<file path="src/hdl/xs128_pkg.sv">
// xs128_pkg: shared types and constants for the xorshift128 range random core.
// No dependencies; used by xs128_ctrl, xs128_dp and the top level.
package xs128_pkg;

	localparam logic [31:0] MARKER_WORD = 32'h1234_5678;
	localparam logic [31:0] GEN_Y_INIT  = 32'd362436069;
	localparam logic [31:0] GEN_Z_INIT  = 32'd521288629;
	localparam logic [31:0] GEN_W_INIT  = 32'd88675123;

	localparam logic [6:0]  SCALE_FACTOR = 7'd100;
	localparam logic [24:0] BYTE_RANGE   = 25'd255;

	// x / 100 == (x * RECIP_100) >> RECIP_SHIFT for any 32-bit x
	localparam logic [31:0] RECIP_100   = 32'd1374389535;
	localparam int          RECIP_SHIFT = 37;

	localparam int DIV_STEPS = 32;
	localparam int BYTE_DRAWS = 4;

	typedef enum logic [1:0] {
		CMD_SCALED  = 2'd0,
		CMD_BOUNDED = 2'd1,
		CMD_BYTES   = 2'd2,
		CMD_UNUSED  = 2'd3
	} cmd_code_t;

	typedef struct packed {
		logic load_in;
		logic load_span;
		logic step;
		logic div_step;
		logic mul;
		logic acc;
		logic load_out;
	} dp_cmd_t;

	typedef struct packed {
		logic bad;
		logic equal;
		logic bytes;
	} dp_status_t;

endpackage

</file>
<file path="src/hdl/xs128_ctrl.sv">
// xs128_ctrl: sequencer for draw requests (check, step, divide, scale, pack, output).
// Depends on xs128_pkg; drives xs128_dp through dp_cmd_t.
module xs128_ctrl
	import xs128_pkg::*;
(
	input  logic       clk,
	input  logic       arst_n,
	input  logic       s_tvalid,
	output logic       s_tready,
	output logic       m_tvalid,
	input  logic       m_tready,
	input  dp_status_t status,
	output dp_cmd_t    cmd
);

	typedef enum logic [2:0] {
		S_IDLE,
		S_CHECK,
		S_STEP,
		S_DIV,
		S_MUL,
		S_ACC,
		S_OUT
	} state_t;

	localparam int DIV_CNT_W  = $clog2(DIV_STEPS);
	localparam int DRAW_CNT_W = $clog2(BYTE_DRAWS);

	state_t                  state_q;
	logic [DIV_CNT_W-1:0]    div_cnt_q;
	logic [DRAW_CNT_W-1:0]   draw_cnt_q;
	logic                    m_tvalid_q;
	logic                    out_free;

	assign out_free = !m_tvalid_q || m_tready;
	assign s_tready = (state_q == S_IDLE);
	assign m_tvalid = m_tvalid_q;

	always_comb begin
		cmd           = '0;
		cmd.load_in   = (state_q == S_IDLE) && s_tvalid;
		cmd.load_span = (state_q == S_CHECK);
		cmd.step      = (state_q == S_STEP);
		cmd.div_step  = (state_q == S_DIV);
		cmd.mul       = (state_q == S_MUL);
		cmd.acc       = (state_q == S_ACC);
		cmd.load_out  = (state_q == S_OUT) && out_free;
	end

	always_ff @(posedge clk or negedge arst_n) begin
		if (!arst_n) begin
			state_q    <= S_IDLE;
			div_cnt_q  <= '0;
			draw_cnt_q <= '0;
			m_tvalid_q <= 1'b0;
		end else begin
			if (cmd.load_out)
				m_tvalid_q <= 1'b1;
			else if (m_tvalid_q && m_tready)
				m_tvalid_q <= 1'b0;
			case (state_q)
				S_IDLE: begin
					if (s_tvalid)
						state_q <= S_CHECK;
				end
				S_CHECK: begin
					draw_cnt_q <= '0;
					if (status.bad || status.equal)
						state_q <= S_OUT;
					else
						state_q <= S_STEP;
				end
				S_STEP: begin
					div_cnt_q <= '0;
					state_q   <= S_DIV;
				end
				S_DIV: begin
					div_cnt_q <= div_cnt_q + 1'b1;
					if (div_cnt_q == DIV_CNT_W'(DIV_STEPS - 1))
						state_q <= S_MUL;
				end
				S_MUL: begin
					state_q <= S_ACC;
				end
				S_ACC: begin
					if (status.bytes && draw_cnt_q != DRAW_CNT_W'(BYTE_DRAWS - 1)) begin
						draw_cnt_q <= draw_cnt_q + 1'b1;
						state_q    <= S_STEP;
					end else begin
						state_q <= S_OUT;
					end
				end
				S_OUT: begin
					if (out_free)
						state_q <= S_IDLE;
				end
				default: begin
					state_q <= S_IDLE;
				end
			endcase
		end
	end

endmodule

</file>
<file path="src/hdl/xs128_dp.sv">
// xs128_dp: generator state words, seed register, restoring divider, /100 scaling,
// result packing and output register. Depends on xs128_pkg; driven by xs128_ctrl.
module xs128_dp
	import xs128_pkg::*;
(
	input  logic        clk,
	input  logic        arst_n,
	input  logic        seed_we,
	input  logic [31:0] seed_data,
	input  logic [1:0]  in_cmd,
	input  logic [24:0] in_range_value,
	input  logic [23:0] in_min_value,
	input  logic [23:0] in_max_value,
	input  dp_cmd_t     cmd,
	output dp_status_t  status,
	output logic [31:0] random_value,
	output logic        error
);

	logic [31:0] seed_q;
	logic [31:0] gen_x_q, gen_y_q, gen_z_q, gen_w_q;
	cmd_code_t   cmd_q;
	logic [24:0] range_q;
	logic [23:0] min_q, max_q;
	logic [31:0] span_q;
	logic [31:0] rem_q, dvd_q;
	logic [63:0] prod_q;
	logic [31:0] acc_q;
	logic [31:0] out_value_q;
	logic        out_error_q;

	logic [24:0] draw_range;
	logic [31:0] x_src, t_word, w_next;
	logic [32:0] rem_sh, rem_diff;
	logic [26:0] quot;

	always_ff @(posedge clk or negedge arst_n) begin
		if (!arst_n)
			seed_q <= '0;
		else if (seed_we)
			seed_q <= seed_data;
	end

	assign status.bad   = (cmd_q == CMD_SCALED  && range_q == '0) ||
	                      (cmd_q == CMD_BOUNDED && max_q < min_q) ||
	                      (cmd_q == CMD_UNUSED);
	assign status.equal = (cmd_q == CMD_BOUNDED) && (max_q == min_q);
	assign status.bytes = (cmd_q == CMD_BYTES);

	always_comb begin
		case (cmd_q)
			CMD_BOUNDED: draw_range = {1'b0, max_q - min_q} + 25'd1;
			CMD_BYTES:   draw_range = BYTE_RANGE;
			default:     draw_range = range_q;
		endcase
	end

	assign x_src  = (gen_x_q == MARKER_WORD) ? seed_q : gen_x_q;
	assign t_word = x_src ^ (x_src << 11);
	assign w_next = gen_w_q ^ (gen_w_q >> 19) ^ t_word ^ (t_word >> 8);

	assign rem_sh   = {rem_q, dvd_q[31]};
	assign rem_diff = rem_sh - {1'b0, span_q};
	assign quot     = prod_q[63:RECIP_SHIFT];

	always_ff @(posedge clk or negedge arst_n) begin
		if (!arst_n) begin
			gen_x_q <= MARKER_WORD;
			gen_y_q <= GEN_Y_INIT;
			gen_z_q <= GEN_Z_INIT;
			gen_w_q <= GEN_W_INIT;
		end else if (cmd.step) begin
			gen_x_q <= gen_y_q;
			gen_y_q <= gen_z_q;
			gen_z_q <= gen_w_q;
			gen_w_q <= w_next;
		end
	end

	always_ff @(posedge clk) begin
		if (cmd.load_in) begin
			cmd_q   <= cmd_code_t'(in_cmd);
			range_q <= in_range_value;
			min_q   <= in_min_value;
			max_q   <= in_max_value;
		end
		if (cmd.load_span)
			span_q <= 32'(draw_range) * 32'(SCALE_FACTOR);
		if (cmd.step) begin
			rem_q <= '0;
			dvd_q <= w_next;
		end else if (cmd.div_step) begin
			rem_q <= rem_diff[32] ? rem_sh[31:0] : rem_diff[31:0];
			dvd_q <= {dvd_q[30:0], 1'b0};
		end
		if (cmd.mul)
			prod_q <= rem_q * RECIP_100;
		if (cmd.acc) begin
			case (cmd_q)
				CMD_BYTES:   acc_q <= {quot[7:0], acc_q[31:8]};
				CMD_BOUNDED: acc_q <= {8'b0, min_q} + {5'b0, quot};
				default:     acc_q <= {5'b0, quot};
			endcase
		end
		if (cmd.load_out) begin
			if (status.bad) begin
				out_value_q <= '0;
				out_error_q <= 1'b1;
			end else if (status.equal) begin
				out_value_q <= {8'b0, min_q};
				out_error_q <= 1'b0;
			end else begin
				out_value_q <= acc_q;
				out_error_q <= 1'b0;
			end
		end
	end

	assign random_value = out_value_q;
	assign error        = out_error_q;

endmodule

</file>
<file path="src/hdl/xorshift128_range_random_core.sv">
// xorshift128_range_random_core: top level joining xs128_ctrl and xs128_dp.
// Depends on xs128_pkg, xs128_ctrl and xs128_dp.
//
//   channel   signals                          transfer when
//   s_*       s_tvalid s_tready s_tdata[79:0]  s_tvalid && s_tready
//   m_*       m_tvalid m_tready m_tdata m_tuser m_tvalid && m_tready
//   cfg_*     cfg_valid cfg_ready cfg_data     cfg_valid && cfg_ready
//
// Each draw runs step, divide, scale and accumulate; the divide is done by the
// one-bit-per-cycle restoring divider. cmd 0/1 make one draw per request;
// cmd 2 makes four draws; rejected or equal-bound requests go straight to output.
// One request is in flight at a time; the next is taken once the result is registered.
// A result waiting on m_tready stalls only the final output load.
// Reset is asynchronous; no clearing pass.
module xorshift128_range_random_core
	import xs128_pkg::*;
(
	input  logic        clk,
	input  logic        arst_n,
	input  logic        s_tvalid,
	output logic        s_tready,
	input  logic [79:0] s_tdata,   // cmd[1:0], range_value[26:2], min_value[50:27],
	                               // max_value[74:51], zero pad[79:75]
	output logic        m_tvalid,
	input  logic        m_tready,
	output logic [31:0] m_tdata,   // random_value[31:0]
	output logic        m_tuser,   // error[0]
	input  logic        cfg_valid,
	output logic        cfg_ready,
	input  logic [31:0] cfg_data   // seed_value
);

	dp_cmd_t    dp_cmd;
	dp_status_t dp_status;

	assign cfg_ready = 1'b1;

	xs128_ctrl u_ctrl (
		.clk      (clk),
		.arst_n   (arst_n),
		.s_tvalid (s_tvalid),
		.s_tready (s_tready),
		.m_tvalid (m_tvalid),
		.m_tready (m_tready),
		.status   (dp_status),
		.cmd      (dp_cmd)
	);

	xs128_dp u_dp (
		.clk            (clk),
		.arst_n         (arst_n),
		.seed_we        (cfg_valid && cfg_ready),
		.seed_data      (cfg_data),
		.in_cmd         (s_tdata[1:0]),
		.in_range_value (s_tdata[26:2]),
		.in_min_value   (s_tdata[50:27]),
		.in_max_value   (s_tdata[74:51]),
		.cmd            (dp_cmd),
		.status         (dp_status),
		.random_value   (m_tdata),
		.error          (m_tuser)
	);

	a_err_zero: assert property (@(posedge clk) disable iff (!arst_n)
		m_tvalid && m_tuser |-> m_tdata == '0)
		else $error("error result carries nonzero data");

	a_one_in_flight: assert property (@(posedge clk) disable iff (!arst_n)
		s_tvalid && s_tready |=> !s_tready)
		else $error("input taken while a request is in flight");

	a_no_overwrite: assert property (@(posedge clk) disable iff (!arst_n)
		m_tvalid && !m_tready |=> m_tvalid && $stable(m_tdata) && $stable(m_tuser))
		else $error("pending result overwritten");

endmodule
</file>
<file path="config.mk">
export PLATFORM = sky130hd
export DESIGN_NAME = xorshift128_range_random_core
export DESIGN_NICKNAME = d
export VERILOG_FILES = /design/src/hdl/xs128_pkg.sv /design/src/hdl/xs128_ctrl.sv /design/src/hdl/xs128_dp.sv /design/src/hdl/xorshift128_range_random_core.sv
export SDC_FILE = /design/constraint.sdc
export NUM_CORES = 2
export LEC_CHECK = 0
export BUFFER_PORTS_ARGS = -buffer_cell sky130_fd_sc_hd__buf_2
export CORE_MARGIN = 1.5
export CORE_UTILIZATION = 55
export DETAILED_ROUTE_END_ITERATION = 12
export PLACE_DENSITY = 0.78
export SYNTH_ARGS = -nofsm -noshare
export SYNTH_HDL_FRONTEND = slang
export SYNTH_SLANG_ARGS = --single-unit
</file>
<file path="constraint.sdc">
create_clock -name clk -period 17.7 [get_ports clk]
set_input_delay 5.31 -clock clk [delete_from_list [all_inputs] [get_ports clk]]
set_output_delay 5.31 -clock clk [all_outputs]
set_load 0.02 [all_outputs]
</file>
After elaboration in Yosys (flattened, before gate mapping)
Cells that the tools add are included.

$add $sub $neg: 6. Multipliers: 2. Magnitude comparators: 1. Equal/unequal tests: 17. Mux-type cells: 19. Bitwise gates (word level): 4. Reduce and logical (&&, ||, !) cells: 21.

Operators by type and width (number): $mux W32 (4); $pmux W32 S2 (1); $xor A32 B32 Y32 (2); $mul A32 B31 Y63 const B (1); $pmux W25 S2 (1); $sub A33 B32 Y33 (1); $eq A32 B29 Y1 const B (1); $xor A32 B13 Y32 (1); $xor A32 B24 Y32 (1); $mul A25 B5 Y30 const B (1); $add A24 B26 Y27 (1); $add A24 B1 Y25 const B (1); $logic_not A25 Y1 (1); $eq A24 B24 Y1 (1); $lt A24 B24 Y1 (1); $mux W24 (1); $sub A24 B24 Y24 (1); $pmux W3 S7 (1); $mux W3 (5); $pmux W5 S2 (1); $eq A3 B3 Y1 const B (3); $logic_and A1 B1 Y1 (7); $eq A3 B2 Y1 const B (2); $ne A2 B1 Y1 const B (3); 18 further kinds (27).

Bits in registers: 468. Bits of input ports: 117. Output and inout port bits: 36. Logic and storage cells: 91.

Logic depth before layout (Yosys ltp)
Depth in word-level cells: 7. Mapped depth: 27. Gate-level depth less buffers: 27.

Modules after synthesis
A second synthesis with hierarchy kept.

Cell total of the unflattened synthesis: 3985. Area, all modules: 41883.9 µm².

Modules (own cells, without submodules): xs128_dp (times used 1, cells each 3914, area an instance 41199.5 µm², seq. area each 11563.6 µm²); xs128_ctrl (times used 1, cells each 69, area an instance 673.1 µm², seq. area each 275.3 µm²); xorshift128_range_random_core (times used 1, cells each 2, area an instance 11.3 µm², seq. area each 0.0 µm²).

Least setup slack after synthesis
No wires, ideal clock.

Path type: input to register. Start: in s_tvalid. End: reg u_dp.cmd_q[0], enable pin. Data arrival time: 7.062 ns. Data required time: 17.259 ns. Slack: 10.197 ns. Stages on the path: 1. Cells stage by stage: and2_1.

Word-level cells in the longest chain between the ends: 1.

RTL lines: start: declaration (line xorshift128_range_random_core.sv:20) `input logic s_tvalid,`; $logic_and A1 B1 Y1 (line xs128_ctrl.sv:41) `cmd.load_in = (state_q == S_IDLE) && s_tvalid;`; end signal: assignment (line xs128_dp.sv:82) `cmd_q <= cmd_code_t'(in_cmd);`; end: declaration (line xs128_dp.sv:22) `cmd_code_t cmd_q;`.

No other way between the ends. A chain may end at the register's enable or synchronous reset.

Final worst setup path
Start: reg u_dp.rem_q[13]. End: reg u_dp.prod_q[55] (data pin).

Word-level cells in the longest chain between the ends: 1.

RTL lines: start: declaration (line xs128_dp.sv:26) `logic [31:0] rem_q, dvd_q;`; start signal: assignment (line xs128_dp.sv:93) `rem_q <= rem_diff[32] ? rem_sh[31:0] : rem_diff[31:0];`; $mul A32 B31 Y63 (line xs128_dp.sv:97) `prod_q <= rem_q * RECIP_100;`; end signal: assignment (line xs128_dp.sv:97); end: declaration (line xs128_dp.sv:27) `logic [63:0] prod_q;`.

No other way between the ends.

==> flow_summary.toml <==
[status]
status = "finished, final reports clean"

[sta]
fin_crit_ns = 8.41
fin_skew_ns = 0.0208
max_freq_mhz = 119
hold_slack_ns = 0.442
hold_viol = 0
period_share_pct = 47.5
drv_slew = 0
rsz0062_at_grt = "false"
setup_viol = 0
tightest_slew_ns = 1.14
tns_ns = 0
slew_headroom_pct = 23.6

[critical_path]
worst_ep_required_time_ns = 18.03
worst_ep_arrival_time_ns = 8.75
rr_startpoint = "u_dp.rem_q[13]"
end_kind = "register"
worst_setup_path_start_kind = "register"
critPathMaxStageDelay_ns = 0.88
path_common_cell = "fa_1"
worst-setup-path-type = "reg -> reg"
rr_worst_depth = 23
crit_chain = "ha_1 -> fa_1 -> inv_1 -> fa_1 -> inv_1 -> fa_1 -> fa_1 -> fa_1 -> fa_1 -> inv_1 -> fa_1 -> inv_1 -> ha_1 -> a21oi_1 -> o211ai_1 -> a211oi_1 -> a211oi_1 -> o21ai_0 -> a21oi_1 -> nor3b_1 -> o21ai_0 -> a31oi_1 -> xnor2_1"
r2r_setup_slack_ns = 9.29
r2r-end = "u_dp.prod_q[55]"
cp_slowest_cell = "dfxtp_1"
crit_path_max_fanout = 12

[grt]
overflow = 0
grt.total_usage_pct = 26.9
met3_usage_pct = 5.88
antenna_found_initial = 1
grt_pass1_wl_um = 158000
use_met2_pct = 42.1
top_usage_layer = "met2"
grt_start_max_net_pins = 100
grt_pass1_vias = 29500
met1_usage_pct = 38.2

[flow_run]
cap_violations = 0

[cells_and_area]
finalNetCount = 5222
drive_gt1_share_pct = 8.37
final_cell_area_um2 = 44100
diodes = 0
area_growth_pct = 7.91

[floorplan]
core_area_um2 = 73300
die_area_um2 = 76000
pin_count = 153
die_x_um = 276
die_h_um = 276
rows = 99
initial_utilization_pct = 55.8

[logic_synthesis]
ys_warn_count = 0
synth_cell_types = 87
synth_common_cells = "692 x inv_1, 558 x ha_1, 476 x nand2_1, 412 x fa_1, 228 x edfxtp_1"
synth_most_common_cell = "inv_1"
syn_nets = 5106
netlist_area_um2 = 40900
synth_flop_cell = "edfxtp_1"
yosysSeqAreaShare_pct = 29.0
synth_cells = 4019
syn_area_per_cell_um2 = 10.2
synth-edff-count = 228
yosysTopAreaCellShare_pct = 20.2
synthTopCellsByArea = "fa_1 20%, ha_1 17%, edfxtp_1 17%"
post-synth-top-area-cell = "fa_1"
ys_ff_latch = 431
async_flop_share_pct = 39.7

[detailed_routing]
drc = 0
viasPerCell = 5.70
first_iter_violations = 2309
firstDrtPassIters = 6
ant_nets = 0
via_count = 29200
wl_per_cell_um = 19.4
wirelength_um = 99600

[cts]
cts_resized = 0
hold_buffers = 0
clock_sinks = 431
cts-root-buf = "clkbuf_16"
cts_buffer_depth = 3
insertion_delay_ns = 0.60
htree_levels = 2
post_cts_buffers = 0
cts_tree = "built"
cts_made_buffers = 45
cts.clk_slew.worst_paths_ns = 0.06

[place]
hpwlAfterDp_um = 80400
place_area_um2 = 42700
finalWeightedCongestion = 0.991
portBuffers = 146

[min_path]
hold_class = "reg -> reg"
whs_endpoint = "u_dp.gen_x_q[10]"
min_path_cells = 2
min_from = "u_dp.gen_y_q[10]"
critical path: cells and delay by family, from the launching register on:
family	cells	cell delay (ns)
adder cells (fa/ha/maj)	9	4.04
AO/OA/AOI/OAI	8	2.32
flip-flops	1	0.88
AND/OR/NAND/NOR	1	0.63
buffers and inverters	4	0.20
XOR/XNOR	1	0.08
metrics by stage:
stage,instances,worst slack (ns),util (%)
after global placement,5047,9.66,58.2
final,5131,9.29,60.2
after global routing,5131,9.03,60.2
after floorplan,4019,10.20,-
after detailed placement,5047,9.52,58.2
after CTS,5131,9.49,60.2
area by class of cell:
type,count,area (um^2)
clock buffer,59,1240
timing repair buffer,167,895
clock inverter,25,214
fill,5953,29200
sequential,431,11800
inverter,693,2600
multi-input combinational,2797,26100
tap,959,1200
state kept, by name (all words and copies together), names as in the netlist:
| signal | cells |
|---|---|
| u_dp.acc_q | 32 |
| u_dp.gen_w_q | 32 |
| u_dp.gen_z_q | 32 |
| u_dp.dvd_q | 32 |
| u_dp.random_value | 32 |
| u_dp.gen_y_q | 32 |
| u_ctrl.div_cnt_q | 5 |
| u_dp.seed_q | 32 |
| u_ctrl.draw_cnt_q | 2 |
| u_dp.error | 1 |
| u_dp.span_q | 30 |
| u_dp.gen_x_q | 32 |
| u_dp.max_q | 24 |
| u_dp.range_q | 25 |
| u_dp.min_q | 24 |
| u_dp.cmd_q | 2 |
| u_ctrl.m_tvalid | 1 |
| u_dp.rem_q | 32 |
| u_ctrl.state_q | 3 |
| u_dp.prod_q | 26 |
routing by layer:
| metal | vias to the layer above | wire, um |
|---|---|---|
| met2 | 910 | 45600 |
| met4 | 0 | 2050 |
| li1 | 13700 | - |
| met3 | 141 | 8390 |
| met1 | 14500 | 43600 |
| met5 | - | 0 |
worst max path at each step:
stage | from | to | slack [ns] | cells after the start
floorplan | s_tvalid | u_dp.cmd_q[0] | 10.20 | 1
global placement | u_dp.rem_q[13] | u_dp.prod_q[55] | 9.66 | 23
finish | u_dp.rem_q[13] | u_dp.prod_q[55] | 9.29 | 23
detailed placement | u_dp.rem_q[13] | u_dp.prod_q[55] | 9.52 | 23
global route | u_dp.rem_q[13] | u_dp.prod_q[55] | 9.03 | 23
CTS | u_dp.rem_q[13] | u_dp.prod_q[55] | 9.49 | 23
layout by cell type (no fill, tap or decap), types with 44 or more instances in the layout:
cell type  Yosys  routed
nand3_1       44      44
buf_2          4     145
xor2_1        77      77
inv_1        692     691
clkbuf_16      0      47
ha_1         558     557
edfxtp_1     228     228
o21ai_0      123     123
nor2_1       136     135
nand2_1      476     475
a21oi_1      199     198
dfrtp_1      113     113
fa_1         412     412
dfstp_2       58      58
a21o_1        77      77
xnor2_1      151     150
logic make-up after synthesis:
kind of cell             count (synthesis)  synth area share [%]
AO/OA/AOI/OAI                          663                  10.4
XOR/XNOR                               228                  4.88
adder cells (fa/ha/maj)                970                  37.2
buffers and inverters                  791                  7.30
flip-flops                             431                  29.0
multiplexers                            69                  1.79
other                                    1               0.00917
AND/OR/NAND/NOR                        866                  9.45
Power is not shown: default switching activity piles up to over one toggle a cycle in this logic, so the estimate is an artifact.
